===== src/rtl/lmsd_pkg.sv =====
// Package with types, constants and helper functions of the LED matrix scan driver.
`timescale 1ns / 1ps
`default_nettype none
package lmsd_pkg;
	localparam int MATRIX_SIZE = 8;
	localparam int LINE_W = $clog2(MATRIX_SIZE);
	localparam int ORDER_W = MATRIX_SIZE * LINE_W;
	localparam int POS_W = LINE_W + 1;
	localparam int KIND_W = 2;
	localparam int PIX_W = 8;

	typedef logic [LINE_W-1:0] line_t;
	typedef logic [MATRIX_SIZE-1:0] bits_t;
	typedef logic [ORDER_W-1:0] order_t;
	typedef logic [KIND_W-1:0] kind_t;

	localparam kind_t KIND_SET = 2'd0;
	localparam kind_t KIND_CLEAR = 2'd1;
	localparam kind_t KIND_SCAN = 2'd2;
	localparam kind_t KIND_NONE = 2'd3;

	localparam logic REG_COL_ORDER = 1'b0;
	localparam logic REG_ROW_ORDER = 1'b1;

	localparam order_t COL_ORDER_RST = 24'd11744194;
	localparam order_t ROW_ORDER_RST = 24'd8300614;

	localparam logic STATUS_OK = 1'b0;
	localparam logic STATUS_RANGE = 1'b1;

	function automatic line_t entry_of(input order_t ord, input line_t k);
		return ord[LINE_W*k +: LINE_W];
	endfunction

	// The highest row-order entry that names the position wins.
	function automatic logic row_pick(input bits_t bits, input order_t ord, input line_t pos);
		logic r;
		r = 1'b0;
		for (int k = 0; k < MATRIX_SIZE; k++) begin
			if (ord[LINE_W*k +: LINE_W] == pos) begin
				r = bits[k];
			end
		end
		return r;
	endfunction
endpackage
`default_nettype wire


===== src/rtl/lmsd_if.sv =====
// Channel interfaces for input requests and scan results.
`timescale 1ns / 1ps
`default_nettype none
interface lmsd_in_if;
	logic valid;
	logic ready;
	logic [1:0] kind;
	logic [7:0] pixel_index;
	modport source(output valid, output kind, output pixel_index, input ready);
	modport sink(input valid, input kind, input pixel_index, output ready);
endinterface

interface lmsd_out_if;
	logic valid;
	logic ready;
	logic col_bit;
	logic row_bit;
	logic latch;
	logic last;
	logic status;
	modport source(output valid, output col_bit, output row_bit, output latch, output last,
		output status, input ready);
	modport sink(input valid, input col_bit, input row_bit, input latch, input last,
		input status, output ready);
endinterface
`default_nettype wire


===== src/rtl/lmsd_ram.sv =====
// Generic single-port-write, single-port-read RAM with a registered read.
`timescale 1ns / 1ps
`default_nettype none
module lmsd_ram #(
	parameter int WIDTH = 8,
	parameter int DEPTH = 8
) (
	input wire logic clk,
	input wire logic we,
	input wire logic [$clog2(DEPTH)-1:0] waddr,
	input wire logic [WIDTH-1:0] wdata,
	input wire logic re,
	input wire logic [$clog2(DEPTH)-1:0] raddr,
	output logic [WIDTH-1:0] rdata
);
	logic [WIDTH-1:0] mem_q [DEPTH];

	always_ff @(posedge clk) begin
		if (we) begin
			mem_q[waddr] <= wdata;
		end
		if (re) begin
			rdata <= mem_q[raddr];
		end
	end
endmodule
`default_nettype wire


===== src/rtl/lmsd_ctrl.sv =====
// Sequencer that reads, updates and scans the frame memory and drives the result register.
`timescale 1ns / 1ps
`default_nettype none
module lmsd_ctrl (
	input wire logic clk,
	input wire logic arst_n,
	lmsd_in_if.sink item,
	lmsd_out_if.source result,
	input wire lmsd_pkg::order_t col_order,
	input wire lmsd_pkg::order_t row_order
);
	import lmsd_pkg::*;

	localparam logic [2:0] ST_IDLE = 3'd0;
	localparam logic [2:0] ST_SET = 3'd1;
	localparam logic [2:0] ST_ACK = 3'd2;
	localparam logic [2:0] ST_SCAN_RD = 3'd3;
	localparam logic [2:0] ST_SCAN = 3'd4;
	localparam logic [POS_W-1:0] POS_LATCH = POS_W'(MATRIX_SIZE);

	logic [2:0] state_q;
	line_t line_q;
	line_t addr_q;
	line_t bit_sel_q;
	logic [POS_W-1:0] pos_q;
	bits_t bits_q;
	bits_t valid_q;
	logic status_q;

	logic ovalid_q;
	logic col_q;
	logic row_q;
	logic latch_q;
	logic last_q;
	logic ostat_q;

	logic accept;
	logic out_free;
	logic out_load;
	logic in_range;
	logic rd_en;
	line_t rd_addr;
	bits_t rd_data;
	bits_t rd_eff;
	logic wr_en;
	bits_t wr_data;

	assign item.ready = (state_q == ST_IDLE);
	assign accept = item.valid && item.ready;
	assign out_free = !ovalid_q || result.ready;
	assign out_load = ((state_q == ST_ACK) || (state_q == ST_SCAN)) && out_free;
	assign in_range = (item.pixel_index[PIX_W-1:LINE_W*2] == '0);

	assign rd_en = accept && ((item.kind == KIND_SET && in_range) || item.kind == KIND_SCAN);
	assign rd_addr = (item.kind == KIND_SCAN) ? line_q : item.pixel_index[LINE_W*2-1:LINE_W];
	assign rd_eff = valid_q[addr_q] ? rd_data : '0;
	assign wr_en = (state_q == ST_SET);
	assign wr_data = rd_eff | (bits_t'(1) << bit_sel_q);

	lmsd_ram #(
		.WIDTH(MATRIX_SIZE),
		.DEPTH(MATRIX_SIZE)
	) u_frame (
		.clk(clk),
		.we(wr_en),
		.waddr(addr_q),
		.wdata(wr_data),
		.re(rd_en),
		.raddr(rd_addr),
		.rdata(rd_data)
	);

	always_ff @(posedge clk) begin
		if (rd_en) begin
			addr_q <= rd_addr;
			bit_sel_q <= item.pixel_index[LINE_W-1:0];
		end
		if (state_q == ST_SCAN_RD) begin
			bits_q <= rd_eff;
		end
	end

	always_ff @(posedge clk or negedge arst_n) begin
		if (!arst_n) begin
			ovalid_q <= 1'b0;
		end else if (out_load) begin
			ovalid_q <= 1'b1;
		end else if (result.ready) begin
			ovalid_q <= 1'b0;
		end
	end

	always_ff @(posedge clk or negedge arst_n) begin
		if (!arst_n) begin
			state_q <= ST_IDLE;
			line_q <= '0;
			pos_q <= '0;
			valid_q <= '0;
			status_q <= STATUS_OK;
			col_q <= 1'b0;
			row_q <= 1'b0;
			latch_q <= 1'b0;
			last_q <= 1'b0;
			ostat_q <= STATUS_OK;
		end else begin
			unique case (state_q)
				ST_IDLE: begin
					if (accept) begin
						unique case (item.kind)
							KIND_SET: begin
								if (in_range) begin
									state_q <= ST_SET;
								end else begin
									status_q <= STATUS_RANGE;
									state_q <= ST_ACK;
								end
							end
							KIND_CLEAR: begin
								valid_q <= '0;
								status_q <= STATUS_OK;
								state_q <= ST_ACK;
							end
							KIND_SCAN: begin
								state_q <= ST_SCAN_RD;
							end
							KIND_NONE: begin
								state_q <= ST_IDLE;
							end
							default: begin
								state_q <= ST_IDLE;
							end
						endcase
					end
				end
				ST_SET: begin
					valid_q[addr_q] <= 1'b1;
					status_q <= STATUS_OK;
					state_q <= ST_ACK;
				end
				ST_ACK: begin
					if (out_free) begin
						col_q <= 1'b0;
						row_q <= 1'b0;
						latch_q <= 1'b0;
						last_q <= 1'b1;
						ostat_q <= status_q;
						state_q <= ST_IDLE;
					end
				end
				ST_SCAN_RD: begin
					pos_q <= '0;
					state_q <= ST_SCAN;
				end
				ST_SCAN: begin
					if (out_free) begin
						ostat_q <= STATUS_OK;
						if (pos_q == POS_LATCH) begin
							col_q <= 1'b0;
							row_q <= 1'b0;
							latch_q <= 1'b1;
							last_q <= 1'b1;
							line_q <= line_q + 1'b1;
							state_q <= ST_IDLE;
						end else begin
							col_q <= (entry_of(col_order, line_q) == pos_q[LINE_W-1:0]);
							row_q <= row_pick(bits_q, row_order, pos_q[LINE_W-1:0]);
							latch_q <= 1'b0;
							last_q <= 1'b0;
							pos_q <= pos_q + 1'b1;
						end
					end
				end
				default: begin
					state_q <= ST_IDLE;
				end
			endcase
		end
	end

	assign result.valid = ovalid_q;
	assign result.col_bit = col_q;
	assign result.row_bit = row_q;
	assign result.latch = latch_q;
	assign result.last = last_q;
	assign result.status = ostat_q;
endmodule
`default_nettype wire


===== src/rtl/led_matrix_scan_driver_unit.sv =====
// Top level of the LED matrix scan driver: order registers and the frame sequencer.
//
//   Channel   Direction   Handshake          Carries
//   item      in          valid / ready      kind, pixel_index
//   result    out         valid / ready      col_bit, row_bit, latch, last, status
//   cfg       in          cfg_wr_en          cfg_index, cfg_data
//
// One request is worked on at a time. A scan request is accepted, reads its line from the
// frame memory and then gives nine results, one per cycle while the result is not stalled.
// An in-range set-pixel request reads, writes back and gives its result; clear gives a result.
// The frame lines carry valid flags that reset and clear drop at once, so no clearing
// pass is needed. A stalled result register holds the sequencer until it is taken.
`timescale 1ns / 1ps
`default_nettype none
module led_matrix_scan_driver_unit (
	input wire logic clk,
	input wire logic arst_n,
	lmsd_in_if.sink item,
	lmsd_out_if.source result,
	input wire logic cfg_wr_en,
	input wire logic cfg_index,
	input wire lmsd_pkg::order_t cfg_data
);
	import lmsd_pkg::*;

	order_t col_order_q;
	order_t row_order_q;

	always_ff @(posedge clk or negedge arst_n) begin
		if (!arst_n) begin
			col_order_q <= COL_ORDER_RST;
			row_order_q <= ROW_ORDER_RST;
		end else if (cfg_wr_en) begin
			unique case (cfg_index)
				REG_COL_ORDER: col_order_q <= cfg_data;
				REG_ROW_ORDER: row_order_q <= cfg_data;
				default: col_order_q <= col_order_q;
			endcase
		end
	end

	lmsd_ctrl u_ctrl (
		.clk(clk),
		.arst_n(arst_n),
		.item(item),
		.result(result),
		.col_order(col_order_q),
		.row_order(row_order_q)
	);
endmodule
`default_nettype wire


===== src/flat_wrapper.sv =====
// flat-port wrapper written by rule: the top's interface ports become plain ports
module led_matrix_scan_driver_unit_flat import lmsd_pkg::*;
  (clk, arst_n, cfg_wr_en, cfg_index, cfg_data, item_valid, item_kind, item_pixel_index, item_ready, result_valid, result_col_bit, result_row_bit, result_latch, result_last, result_status, result_ready);
  lmsd_in_if item_i ();
  lmsd_out_if result_i ();
  input wire logic clk;
  input wire logic arst_n;
  input wire logic cfg_wr_en;
  input wire logic cfg_index;
  input wire lmsd_pkg::order_t cfg_data;
  input wire logic [$bits(item_i.valid)-1:0] item_valid;
  input wire logic [$bits(item_i.kind)-1:0] item_kind;
  input wire logic [$bits(item_i.pixel_index)-1:0] item_pixel_index;
  output wire logic [$bits(item_i.ready)-1:0] item_ready;
  output wire logic [$bits(result_i.valid)-1:0] result_valid;
  output wire logic [$bits(result_i.col_bit)-1:0] result_col_bit;
  output wire logic [$bits(result_i.row_bit)-1:0] result_row_bit;
  output wire logic [$bits(result_i.latch)-1:0] result_latch;
  output wire logic [$bits(result_i.last)-1:0] result_last;
  output wire logic [$bits(result_i.status)-1:0] result_status;
  input wire logic [$bits(result_i.ready)-1:0] result_ready;
  assign item_i.valid = item_valid;
  assign item_i.kind = item_kind;
  assign item_i.pixel_index = item_pixel_index;
  assign item_ready = item_i.ready;
  assign result_valid = result_i.valid;
  assign result_col_bit = result_i.col_bit;
  assign result_row_bit = result_i.row_bit;
  assign result_latch = result_i.latch;
  assign result_last = result_i.last;
  assign result_status = result_i.status;
  assign result_i.ready = result_ready;
  led_matrix_scan_driver_unit u_core (.clk(clk), .arst_n(arst_n), .item(item_i), .result(result_i), .cfg_wr_en(cfg_wr_en), .cfg_index(cfg_index), .cfg_data(cfg_data));
endmodule

===== config.mk =====
export PLATFORM = sky130hd
export DESIGN_NAME = led_matrix_scan_driver_unit_flat
export DESIGN_NICKNAME = d
export VERILOG_FILES = /design/src/rtl/lmsd_pkg.sv /design/src/rtl/lmsd_if.sv /design/src/rtl/lmsd_ram.sv /design/src/rtl/lmsd_ctrl.sv /design/src/rtl/led_matrix_scan_driver_unit.sv /design/src/flat_wrapper.sv
export SDC_FILE = /design/constraint.sdc
export NUM_CORES = 1
export LEC_CHECK = 0
export ABC_AREA = 1
export CORE_ASPECT_RATIO = 1.2
export CORE_MARGIN = 3
export CORE_UTILIZATION = 50
export DETAILED_ROUTE_END_ITERATION = 8
export DONT_BUFFER_PORTS = 1
export PLACE_DENSITY = 0.69
export SETUP_SLACK_MARGIN = 0.15
export SYNTH_ARGS = -nofsm -noshare
export SYNTH_HDL_FRONTEND = slang
export SYNTH_SLANG_ARGS = --single-unit

===== constraint.sdc =====
create_clock -name clk -period 3.4 [get_ports clk]
set_input_delay 0.68 -clock clk [delete_from_list [all_inputs] [get_ports clk]]
set_output_delay 0.68 -clock clk [all_outputs]
set_load 0.02 [all_outputs]

==> reports/metrics.cfg <==
[outcome]
outcome = finished clean

[pwr]
ir_worst_vdd_mv = 0.455
pwr-share-clk_pct = 31.5
power_density_nw_per_um2 = 748
p_int_mw = 3.88
p_seq_share_pct = 45.0
p_comb_share_pct = 23.5
p_sw_share_pct = 33.5
p_leak_nw = 3.20
p_sw_mw = 1.96

[clocking]
path_clk_slew_ns = 0.06
clock_sinks = 159
cts-root-buf = clkbuf_16
cts_tree = yes
cts_resized = 0
clk_latency_ns = 0.43
cts_max_path_buffers = 2
htreeDepth = 4
cts_buffers = 17

[floorplanning]
die-area_um2 = 15500
rows = 46
core_um2 = 13500
io_pins = 47
initial_core_util_pct = 52.1
die_w_um = 114
fp.dieH_um = 136

[yosys]
synth_area_um2 = 7040
synth-seq-cells = 159
synth_top_cell_area_share_pct = 36.7
yosysTopAreaCell = edfxtp_1
synth.distinct_cells = 31
synth_seq_area_share_pct = 63.1
synth_area_leaders = edfxtp_1, dfrtp_1, dfstp_2
synth_warnings = 0
netlist_instances = 699
syn-num-nets = 745
avgSynthCellArea_um2 = 10.1

[timing]
fmax_mhz = 460
max_slew_margin_pct = 30.8
period_share_pct = 64.0
fin_skew_ns = 0.00693
period_needed_ns = 2.17
final_hold_viol_count = 0
worstMarginPinSlew_ns = 1.04
finalMaxSlewViolations = 0
tns_ns = 0
setup_violations = 0
rsz0062_at_grt = no

[cells_and_area]
antenna_cells = 0
fin_area_um2 = 7810
mostFrequentLayoutCells = nor2_1, nand2_1, o21ai_0
seqCellArea_um2 = 4440
area_growth_pct = 10.9
fillCellCount = 1160
multiInputGateArea_um2 = 2130
drive_gt1_share_pct = 11.5
nets = 753
final_common_cell = nor2_1

[flow_run]
maxCapViolations = 0

[placed_design]
placed_area_um2 = 7200
numPortBuffers = 0
gp_congestion = 0.817
hpwl_mm = 9.88

[global_routing]
antenna_found_initial = 0
grt-ovfl-total = 0
grt_pass1_vias = 4774
grt_max_degree = 50
grt_pass1_wl_mm = 24.2
grt_usage_pct = 20.5

[drt]
drc = 0
via_count = 4870
drt-total-wl_mm = 15.1
vias_per_cell = 5.48
drt_pass1_iterations = 6
wire_per_inst_um = 17.0
postRouteAntennaNets = 0
drt_iter0_drc = 375

[critical_path]
crit_type = flip-flop to flip-flop
worstPathRequired_ns = 3.54
critPathMaxStageDelay_ns = 0.60
worst_path_max_delay_cell = o22ai_1
cp-end-kind = flip-flop
arrival_ns = 2.31
critPathLaunchType = flip-flop
cp_max_fo = 16
cp_cell_sequence = inv_1 -> nand3_1 -> o22ai_1 -> nor2_1 -> nand2_1 -> inv_1 -> o22ai_1

[hold_path]
worstHoldPathType = input pin to async pin

-- what timing repair did --
item	CTS	global route
setup buffers	0	0
endpoints found under the hold margin	49	0
hold buffers	1	0
-- worst max-delay path, delay by kind of cell, from the launching register on --
family / cells / cell delay [ns]
buf+inv: 2 / 0.38
compound gates: 2 / 0.78
simple gates: 3 / 0.27
flops: 1 / 0.46
-- metrics by stage --
step / util, % / worst slack [ns] / power [mW] / hold slack (ns) / std cells
final: 57.7 / 1.23 / 5.84 / 0.0955 / 888
after global routing: 57.7 / 1.01 / 6.19 / 0.0834 / 888
after CTS: 57.7 / 1.26 / 5.87 / 0.0845 / 888
after detailed placement: 53.3 / 1.10 / 4.00 / 0.386 / 855
after global placement: 53.3 / 1.19 / 3.96 / 0.387 / 855
after floorplan: - / 0.749 / 3.70 / 0.384 / 699
-- final cells by class --
type / count / area share (%)
inverter: 84 / 4.04
timing repair buffer: 15 / 1.70
clock inverter: 14 / 1.89
sequential: 159 / 56.9
multi-input combinational: 430 / 27.3
tap: 168 / 2.69
clock buffer: 18 / 5.50
-- layer usage --
metal / track usage [%] / share of wire [%] / wire (um)
met2: 36.4 / 53 / 7990
met3: 3.83 / 4.9 / 738
met4: 7.52 / 1.8 / 277
met5: 0 / 0 / 0
met1: 24.7 / 40 / 6050
-- state kept, by name, indices dropped and copies added (netlist names) --
name,cells
u_core.u_ctrl.u_frame.rdata,8
u_core.u_ctrl.status_q,1
u_core.u_ctrl.bits_q,8
u_core.u_ctrl.result.last,1
u_core.u_ctrl.result.status,1
u_core.u_ctrl.valid_q,8
u_core.u_ctrl.result.valid,1
u_core.u_ctrl.result.col_bit,1
u_core.u_ctrl.line_q,3
u_core.u_ctrl.u_frame.mem_q,64
u_core.row_order_q,24
u_core.u_ctrl.result.row_bit,1
u_core.col_order_q,24
u_core.u_ctrl.pos_q,4
u_core.u_ctrl.addr_q,3
u_core.u_ctrl.result.latch,1
u_core.u_ctrl.state_q,3
u_core.u_ctrl.bit_sel_q,3
-- path summary, 6_finish.rpt --
path,startpoint,slack [ns],endpoint,cells past startpoint
max,u_core.u_ctrl.addr_q[0],1.23,u_core.u_ctrl.u_frame.mem_q[1][4],7
min,arst_n,0.1,u_core.row_order_q[18],0
max reg2reg,u_core.u_ctrl.addr_q[0],1.23,u_core.u_ctrl.u_frame.mem_q[1][4],7
min reg2reg,u_core.u_ctrl.pos_q[3],0.47,u_core.u_ctrl.pos_q[3],1
max in group asynchronous,arst_n,3.05,u_core.u_ctrl.valid_q[1],1
min in group clk,item_pixel_index[0],0.35,u_core.u_ctrl.bit_sel_q[0],0
-- logic make-up (layout without fill, tap and decap cells) --
group	after synthesis	in the layout	share of synthesized area [%]
xor+xnor	24	24	2.99
fa+ha+maj	6	6	1.07
simple gates	241	241	13.8
buf+inv	110	131	6.72
compound gates	159	159	12.4
flops	159	159	63.1
-- Yosys cell counts --
cell      number
nor2_2         3
ha_1           6
clkbuf_1      10
nand3_1       23
nor4_4         1
buf_6          5
xnor2_1       19
nand4_1        2
buf_1          1
o21ai_2        3
inv_2          4
a211oi_1       2
clkinv_1       2
edfxtp_1      86
buf_2          6
dfstp_2       24
o21ai_0       99
nor2_1       106
o221ai_1       2
nand2_1      103
a31oi_1        8
xor2_1         5
dfrtp_1       49
o22ai_1       33
o21ai_1        6
o31ai_1        1
or2_2          2
inv_1         78
buf_4          4
a21oi_1        5
nor3_1         1
-- power groups by stage --
stage | registers [mW] | logic [mW] | clock network [mW]
floorplan | 2.55 | 1.15 | 0
global placement | 2.66 | 1.31 | 0
detailed placement | 2.66 | 1.34 | 0
CTS | 2.63 | 1.37 | 1.87
global route | 2.66 | 1.57 | 1.96
finish | 2.63 | 1.37 | 1.84
No activity file was read; power rests on OpenSTA's default activity.
